--- src/sv/utf8_stream_decoder_defines.svh ---
// Assertion macros shared by the UTF-8 stream decoder RTL.
// No dependencies; included by the files that carry assertions.
`ifndef UTF8_STREAM_DECODER_DEFINES_SVH
`define UTF8_STREAM_DECODER_DEFINES_SVH

// Same-cycle implication, checked outside reset.
`define U8D_ASSERT_NOW(label, clk, rstn, ante, cons) \
    label: assert property (@(posedge clk) disable iff (!(rstn)) (ante) |-> (cons)) \
        else $error("utf8_stream_decoder: assertion failed");

// Next-cycle implication, checked outside reset.
`define U8D_ASSERT_NEXT(label, clk, rstn, ante, cons) \
    label: assert property (@(posedge clk) disable iff (!(rstn)) (ante) |=> (cons)) \
        else $error("utf8_stream_decoder: assertion failed");

`endif

--- src/sv/utf8d_pkg.sv ---
// Types and constants of the UTF-8 stream decoder.
// No dependencies; used by every module of the block.
`default_nettype none

package utf8d_pkg;

    localparam int CpWidth    = 21;
    localparam int CmdDepth   = 4;
    localparam int CmdAw      = $clog2(CmdDepth);

    localparam logic [CpWidth-1:0] ReplCp  = 21'h00FFFD;
    localparam logic [CpWidth-1:0] Min2    = 21'h000080;
    localparam logic [CpWidth-1:0] Min3    = 21'h000800;
    localparam logic [CpWidth-1:0] Min4    = 21'h010000;

    typedef struct packed {
        logic [7:0] in_byte;
        logic       end_of_string;
    } in_t;

    typedef struct packed {
        logic [CpWidth-1:0] code_point;
        logic               run_last;
    } out_t;

    // One request's worth of output: cnt results, all U+FFFD but the last,
    // which carries cp.
    typedef struct packed {
        logic [2:0]         cnt;
        logic [CpWidth-1:0] cp;
    } cmd_t;

endpackage

`default_nettype wire

--- src/sv/utf8d_front.sv ---
// Front end: accepts bytes, tracks the pending sequence and classifies each
// byte into at most one output command. Depends on utf8d_pkg.
`default_nettype none

module utf8d_front (
    input  wire logic           aclk,
    input  wire logic           aresetn,
    input  wire logic           accept,
    input  wire utf8d_pkg::in_t in_data,
    output logic                cmd_push,
    output utf8d_pkg::cmd_t     cmd_out
);
    import utf8d_pkg::*;

    logic [7:0]         lead_reg, lead_next;
    logic [1:0]         held_reg, held_next;
    logic [CpWidth-1:0] acc_reg, acc_next;
    logic               active_reg, active_next;

    logic [7:0]         b;
    logic               eos;
    logic               is_cont;
    logic [1:0]         need;
    logic [CpWidth-1:0] min_val;
    logic [CpWidth-1:0] acc_shift;
    logic [1:0]         held_inc;
    logic [2:0]         n_flush;

    assign b   = in_data.in_byte;
    assign eos = in_data.end_of_string;

    always_comb begin
        is_cont   = (b[7:6] == 2'b10);
        acc_shift = {acc_reg[CpWidth-7:0], b[5:0]};
        held_inc  = held_reg + 2'd1;
        if (lead_reg[7:5] == 3'b110) begin
            need    = 2'd1;
            min_val = Min2;
        end else if (lead_reg[7:4] == 4'b1110) begin
            need    = 2'd2;
            min_val = Min3;
        end else begin
            need    = 2'd3;
            min_val = Min4;
        end
        n_flush = active_reg ? (3'd1 + {1'b0, held_reg}) : 3'd0;

        lead_next   = 8'd0;
        held_next   = 2'd0;
        acc_next    = '0;
        active_next = 1'b0;
        cmd_out.cnt = 3'd0;
        cmd_out.cp  = ReplCp;

        if (active_reg && is_cont) begin
            if (held_inc >= need) begin
                cmd_out.cnt = 3'd1;
                cmd_out.cp  = (acc_shift < min_val) ? ReplCp : acc_shift;
            end else if (eos) begin
                cmd_out.cnt = 3'd1 + {1'b0, held_inc};
            end else begin
                lead_next   = lead_reg;
                held_next   = held_inc;
                acc_next    = acc_shift;
                active_next = 1'b1;
            end
        end else begin
            if (b < 8'h80) begin
                cmd_out.cnt = n_flush + 3'd1;
                cmd_out.cp  = {13'd0, b};
            end else if (b inside {[8'hC0:8'hF7]}) begin
                if (eos) begin
                    cmd_out.cnt = n_flush + 3'd1;
                end else begin
                    // A new lead byte: flush what was pending, then start over.
                    cmd_out.cnt = n_flush;
                    lead_next   = b;
                    active_next = 1'b1;
                    if (b[7:5] == 3'b110) begin
                        acc_next = {16'd0, b[4:0]};
                    end else if (b[7:4] == 4'b1110) begin
                        acc_next = {17'd0, b[3:0]};
                    end else begin
                        acc_next = {18'd0, b[2:0]};
                    end
                end
            end else begin
                cmd_out.cnt = n_flush + 3'd1;
            end
        end
        cmd_push = accept && (cmd_out.cnt != 3'd0);
    end

    always_ff @(posedge aclk) begin
        if (!aresetn) begin
            lead_reg   <= 8'd0;
            held_reg   <= 2'd0;
            acc_reg    <= '0;
            active_reg <= 1'b0;
        end else if (accept) begin
            lead_reg   <= lead_next;
            held_reg   <= held_next;
            acc_reg    <= acc_next;
            active_reg <= active_next;
        end
    end

endmodule

`default_nettype wire

--- src/sv/utf8d_cmd_fifo.sv ---
// Short command queue between the front and back ends of the decoder.
// Depends on utf8d_pkg for the command type and depth.
`default_nettype none

module utf8d_cmd_fifo (
    input  wire logic            aclk,
    input  wire logic            aresetn,
    input  wire logic            push,
    input  wire utf8d_pkg::cmd_t push_data,
    input  wire logic            pop,
    output utf8d_pkg::cmd_t      head,
    output logic                 empty,
    output logic                 full
);
    import utf8d_pkg::*;

    cmd_t             mem_reg [CmdDepth];
    logic [CmdAw-1:0] wr_ptr_reg;
    logic [CmdAw-1:0] rd_ptr_reg;
    logic [CmdAw:0]   count_reg;

    assign empty = (count_reg == '0);
    assign full  = (count_reg == (CmdAw+1)'(CmdDepth));
    assign head  = mem_reg[rd_ptr_reg];

    always_ff @(posedge aclk) begin
        if (push) begin
            mem_reg[wr_ptr_reg] <= push_data;
        end
    end

    always_ff @(posedge aclk) begin
        if (!aresetn) begin
            wr_ptr_reg <= '0;
            rd_ptr_reg <= '0;
            count_reg  <= '0;
        end else begin
            if (push) begin
                wr_ptr_reg <= wr_ptr_reg + 1'b1;
            end
            if (pop) begin
                rd_ptr_reg <= rd_ptr_reg + 1'b1;
            end
            if (push && !pop) begin
                count_reg <= count_reg + 1'b1;
            end else if (pop && !push) begin
                count_reg <= count_reg - 1'b1;
            end
        end
    end

endmodule

`default_nettype wire

--- src/sv/utf8d_back.sv ---
// Back end: expands each queued command into its results, one per cycle
// while m_ready does not stall it, into a registered output stage. Depends on utf8d_pkg.
`default_nettype none

module utf8d_back (
    input  wire logic            aclk,
    input  wire logic            aresetn,
    input  wire utf8d_pkg::cmd_t head,
    input  wire logic            empty,
    output logic                 pop,
    output logic                 m_valid,
    input  wire logic            m_ready,
    output utf8d_pkg::out_t      m_data
);
    import utf8d_pkg::*;

    logic [1:0] idx_reg, idx_next;
    logic       valid_reg, valid_next;
    out_t       data_reg, data_next;
    logic       issue;
    logic       is_last;

    always_comb begin
        issue    = !empty && (!valid_reg || m_ready);
        is_last  = (({1'b0, idx_reg} + 3'd1) == head.cnt);
        pop      = issue && is_last;
        idx_next = idx_reg;
        data_next = data_reg;
        valid_next = valid_reg && !m_ready;
        if (issue) begin
            valid_next          = 1'b1;
            data_next.code_point = is_last ? head.cp : ReplCp;
            data_next.run_last   = is_last;
            idx_next            = is_last ? 2'd0 : idx_reg + 2'd1;
        end
    end

    always_ff @(posedge aclk) begin
        if (!aresetn) begin
            idx_reg   <= 2'd0;
            valid_reg <= 1'b0;
        end else begin
            idx_reg   <= idx_next;
            valid_reg <= valid_next;
        end
    end

    always_ff @(posedge aclk) begin
        data_reg <= data_next;
    end

    assign m_valid = valid_reg;
    assign m_data  = data_reg;

endmodule

`default_nettype wire

--- src/sv/utf8_stream_decoder.sv ---
// Top level of the UTF-8 stream decoder with U+FFFD replacement.
// Depends on utf8d_pkg, utf8d_front, utf8d_cmd_fifo, utf8d_back and the defines header.
`default_nettype none
`include "utf8_stream_decoder_defines.svh"

// Channel   Direction  Handshake           Payload
// s_        in         s_valid / s_ready   in_t  {in_byte, end_of_string}
// m_        out        m_valid / m_ready   out_t {code_point, run_last}
//
// The front end accepts a byte every cycle while the command queue (four entries)
// has room. A byte that yields k results (k up to 4) holds the back end until all
// k have gone, since the output register moves one result per cycle while m_ready
// is high. The first result of a byte passes through the command queue and then
// the output register, and can wait behind earlier commands or an output stall.
// Reset is synchronous and active low; it empties the queue and clears the
// pending sequence. Output stalls back up into the queue, then into s_ready.

module utf8_stream_decoder (
    input  wire logic           aclk,
    input  wire logic           aresetn,
    input  wire logic           s_valid,
    output logic                s_ready,
    input  wire utf8d_pkg::in_t s_data,
    output logic                m_valid,
    input  wire logic           m_ready,
    output utf8d_pkg::out_t     m_data
);
    import utf8d_pkg::*;

    cmd_t cmd_in;
    cmd_t cmd_head;
    logic cmd_push;
    logic cmd_pop;
    logic cmd_empty;
    logic cmd_full;
    logic s_accept;

    // The front end only stalls when the queue is full; it never waits on
    // the output side directly.
    assign s_ready  = !cmd_full;
    assign s_accept = s_valid && s_ready;

    // Classifies each byte and keeps the pending multi-byte sequence.
    utf8d_front u_front (
        .aclk     (aclk),
        .aresetn  (aresetn),
        .accept   (s_accept),
        .in_data  (s_data),
        .cmd_push (cmd_push),
        .cmd_out  (cmd_in)
    );

    // Decouples byte intake from result delivery.
    utf8d_cmd_fifo u_fifo (
        .aclk      (aclk),
        .aresetn   (aresetn),
        .push      (cmd_push),
        .push_data (cmd_in),
        .pop       (cmd_pop),
        .head      (cmd_head),
        .empty     (cmd_empty),
        .full      (cmd_full)
    );

    // Expands each command into its run of results.
    utf8d_back u_back (
        .aclk    (aclk),
        .aresetn (aresetn),
        .head    (cmd_head),
        .empty   (cmd_empty),
        .pop     (cmd_pop),
        .m_valid (m_valid),
        .m_ready (m_ready),
        .m_data  (m_data)
    );

    // The queue is never written while full.
    `U8D_ASSERT_NOW(a_no_overflow, aclk, aresetn, cmd_push, !cmd_full)
    // Only commands that carry at least one result enter the queue.
    `U8D_ASSERT_NOW(a_cmd_nonempty, aclk, aresetn, cmd_push,
                    (cmd_in.cnt != 3'd0) && (cmd_in.cnt <= 3'd4))
    // A run of results for one byte goes out without a gap.
    `U8D_ASSERT_NEXT(a_run_no_gap, aclk, aresetn,
                     m_valid && m_ready && !m_data.run_last, m_valid)
    // A result other than the last of its run is always U+FFFD.
    `U8D_ASSERT_NOW(a_inner_repl, aclk, aresetn, m_valid && !m_data.run_last,
                    m_data.code_point == ReplCp)

endmodule

`default_nettype wire

--- config.mk ---
export PLATFORM = sky130hd
export DESIGN_NAME = utf8_stream_decoder
export DESIGN_NICKNAME = d
export VERILOG_FILES = /design/src/sv/utf8d_pkg.sv /design/src/sv/utf8d_front.sv /design/src/sv/utf8d_cmd_fifo.sv /design/src/sv/utf8d_back.sv /design/src/sv/utf8_stream_decoder.sv
export VERILOG_INCLUDE_DIRS = /design/src /design/src/sv
export SDC_FILE = /design/constraint.sdc
export NUM_CORES = 1
export LEC_CHECK = 0
export BUFFER_PORTS_ARGS = -buffer_cell sky130_fd_sc_hd__buf_2
export CAP_MARGIN = 20
export CORE_UTILIZATION = 60
export CTS_CLUSTER_DIAMETER = 150
export CTS_CLUSTER_SIZE = 16
export DETAILED_ROUTE_END_ITERATION = 16
export PLACE_DENSITY = 0.88
export SYNTH_ARGS = -nofsm -noshare
export SYNTH_HDL_FRONTEND = slang
export SYNTH_SLANG_ARGS = --single-unit
--- constraint.sdc ---
create_clock -name aclk -period 4.1 [get_ports aclk]
set_input_delay 0.41 -clock aclk [delete_from_list [all_inputs] [get_ports aclk]]
set_output_delay 0.41 -clock aclk [all_outputs]
set_load 0.05 [all_outputs]
==> flow_metrics.env <==
export IMPL_outcome="complete, no violations"
export IMPL_gp_congestion=0.890
export IMPL_synth_edf_count=118
export IMPL_design_die_area_um2=10900
export IMPL_fin_hold_ws_ns=0.195
export IMPL_tightestPinTransition_ns=0.719
export IMPL_cellPowerDensity_nw_per_um2=705
export IMPL_overflow=0
export IMPL_syn_inst=415
export IMPL_hpwl_um=7510
export IMPL_synth_ff_type="edfxtp_1"
export IMPL_max_freq_ghz=0.256
export IMPL_pre_cts_ws_ns=0.299
export IMPL_nets=490
export IMPL_io_pins=37
export IMPL_leakagePower_nw=2.55
export IMPL_yosys_area_top_type="edfxtp_1"
export IMPL_switchingPower_mw=1.64
export IMPL_path_clk_slew_ns=0.07
export IMPL_cts_hold_fix_buffers=0
export IMPL_detail_route_wirelength_um=13700
export IMPL_rr_startpoint="u_front.held_reg[0]"
export IMPL_avgSynthCellArea_um2=15.1
export IMPL_cp_arrival_ns=4.37
export IMPL_antenna_found_initial=0
export IMPL_io_buffers=36
export IMPL_maxSlewHeadroom=0.508
export IMPL_grt_max_degree=29
export IMPL_netlist_area_um2=6280
export IMPL_min_path_type="in -> reg"
export IMPL_track_usage=0.273
export IMPL_wl_per_cell_um=22.5
export IMPL_slew_violations=0
export IMPL_cts_resized=0
export IMPL_worst_setup_path_type="reg -> reg"
export IMPL_setup_worst_path_end_class="register"
export IMPL_tritoncts="done"
export IMPL_clock_sinks=152
export IMPL_drive_above_1_share=0.231
export IMPL_syn_to_final_growth_pct=15.9
export IMPL_ys_types=51
export IMPL_post_route_period_util=0.952
export IMPL_cp_max_fo=7
export IMPL_async_flop_share=0
export IMPL_syn_num_nets=442
export IMPL_synth_area_top_cells="edfxtp_1, dfxtp_1, mux4_2"
export IMPL_yosysSeqAreaShare=0.673
export IMPL_vias=3819
export IMPL_synth_seq_cells=152
export IMPL_critPathLaunchType="register"
export IMPL_p_int_mw=3.49
export IMPL_grt_busiest_layer="met2"
export IMPL_worstPathRequired_ns=4.56
export IMPL_p_seq_frac=0.409
export IMPL_fin_tns_setup_ns=0
export IMPL_hp_start="m_ready"
export IMPL_peakVddDrop_uv=332
export IMPL_postRouteAntennaNets=0
export IMPL_die_w_um=104
export IMPL_dr_pass1_iters=8
export IMPL_core_area_um2=9950
export IMPL_period_minus_slack_ns=3.90
export IMPL_use_met1=0.333
export IMPL_final_cell_mix="edfxtp_1, nand2_1, buf_2, dfxtp_1, mux4_2"
export IMPL_cts_buffer_depth=2
export IMPL_ys_warn_count=0
export IMPL_root_buffer="clkbuf_8"
export IMPL_synth_top_area_frac=0.564
export IMPL_initial_core_util=0.631
export IMPL_hold_violations=0
export IMPL_cts_buffers=17
export IMPL_grt_pass1_vias=3917
export IMPL_fp_dieH_um=104
export IMPL_clkPwrFrac=0.329
export IMPL_grtUsageMet3=0.0758
export IMPL_design_area_um2=7280
export IMPL_setup_viol=0
export IMPL_layout_commonest_cell="edfxtp_1"
export IMPL_fin_ws_ns=0.196
export IMPL_finalNonFillerCells=609
export IMPL_drv_cap=0
export IMPL_dp_cells=577
export IMPL_use_met2=0.456
export IMPL_largest_reg_flops=96
export IMPL_worst_clock_skew_ns=0.0117
export IMPL_clk_latency_ns=0.54
export IMPL_p_sw_frac=0.319
export IMPL_grt_pass1_wl_um=21400
export IMPL_rows=36
export IMPL_viasPerCell=6.27
export IMPL_post_cts_buffers=0
export IMPL_n_antenna_cell=0
export IMPL_drt_initial_drc_count=464
export IMPL_critPathLaunch="u_front.held_reg[0]"
export IMPL_rsz0062_at_grt="no"
export IMPL_drc=0
export IMPL_placed_area_um2=6640
export IMPL_h_tree_depth=4
export IMPL_share_comb_of_total_power=0.262
## metrics by stage
stage               utilization  power [mW]
floorplan                     -        3.10
global placement          0.667        3.37
detailed placement        0.667        3.43
CTS                       0.731        5.15
global route              0.731        5.31
finish                    0.731        5.13
## layer usage
layer  up-vias  part of all wire  wire length [µm]
met5         -                 0                 0
met3        47             0.090              1240
met2       271              0.51              6930
met1      1841              0.37              5040
li1       1660                 -                 -
met4         0             0.037               510
## cells by family (layout without fill, tap and decap cells)
family / after synthesis / in the layout / synth area share
AO/OA/AOI/OAI: 56 / 56 / 0.0646
AND/OR/NAND/NOR: 132 / 132 / 0.114
flip-flops: 152 / 152 / 0.673
adder cells (fa/ha/maj): 14 / 14 / 0.0291
XOR/XNOR: 9 / 9 / 0.0126
multiplexers: 28 / 28 / 0.0925
buffers and inverters: 24 / 85 / 0.0145
## area by class of cell
type                    count  area [µm²]
fillers                   560        2680
multi-input cells         239        1970
clock buffers              17         414
flip-flops and latches    152        4220
inverters                   7        26.3
clock inverters            15         224
repair buffers             46         255
well taps                 133         166
## worst max-delay path, cell delays in order, from the launching register on
cell       delay (ns)
dfxtp_1          0.47
inv_1            0.08
ha_1             0.37
inv_1            0.07
ha_1             0.23
or2b_1           0.23
a2111oi_0        0.46
a311o_1          0.31
or3_4            0.18
o21a_4           0.14
ha_1             0.18
inv_1            0.06
fa_1             0.42
xor2_1           0.17
or3_1            0.29
a21boi_0         0.17
## power by group through the flow
stage	logic, mW	registers, mW	clock network (mW)
final	1.35	2.10	1.69
after floorplan	0.697	2.40	0
after detailed placement	1.32	2.12	0
after global routing	1.43	2.12	1.77
after global placement	1.27	2.10	0
after CTS	1.35	2.10	1.70
## cell usage after synthesis, types with 2 or more instances
cell type	count
a2111oi_0	2
a21boi_0	6
a21oi_1	16
a22oi_1	3
a311o_1	2
and2_1	16
and3_1	8
buf_1	3
clkbuf_1	13
dfxtp_1	34
edfxtp_1	118
ha_1	13
inv_1	7
mux2i_1	4
mux4_2	24
nand2_1	42
nand2b_1	23
nand3_1	3
nand3b_1	2
nand4b_1	2
nor2_1	11
nor2b_1	8
nor3_1	3
nor3b_1	2
o21a_1	9
o21ai_0	3
o22ai_1	3
o31ai_1	2
or2_2	2
or3_1	2
or4_1	2
xnor2_1	5
xor2_1	4
## worst paths after layout
check | endpoint | slack (ns) | cells after the start
setup / recovery | u_fifo.count_reg[2] | 0.20 | 15
hold / removal | u_back.m_valid | 0.19 | 4
setup reg to reg | u_fifo.count_reg[2] | 0.20 | 15
hold reg to reg | u_front.acc_reg[12] | 0.48 | 2
No activity file was read; power rests on OpenSTA's default activity.
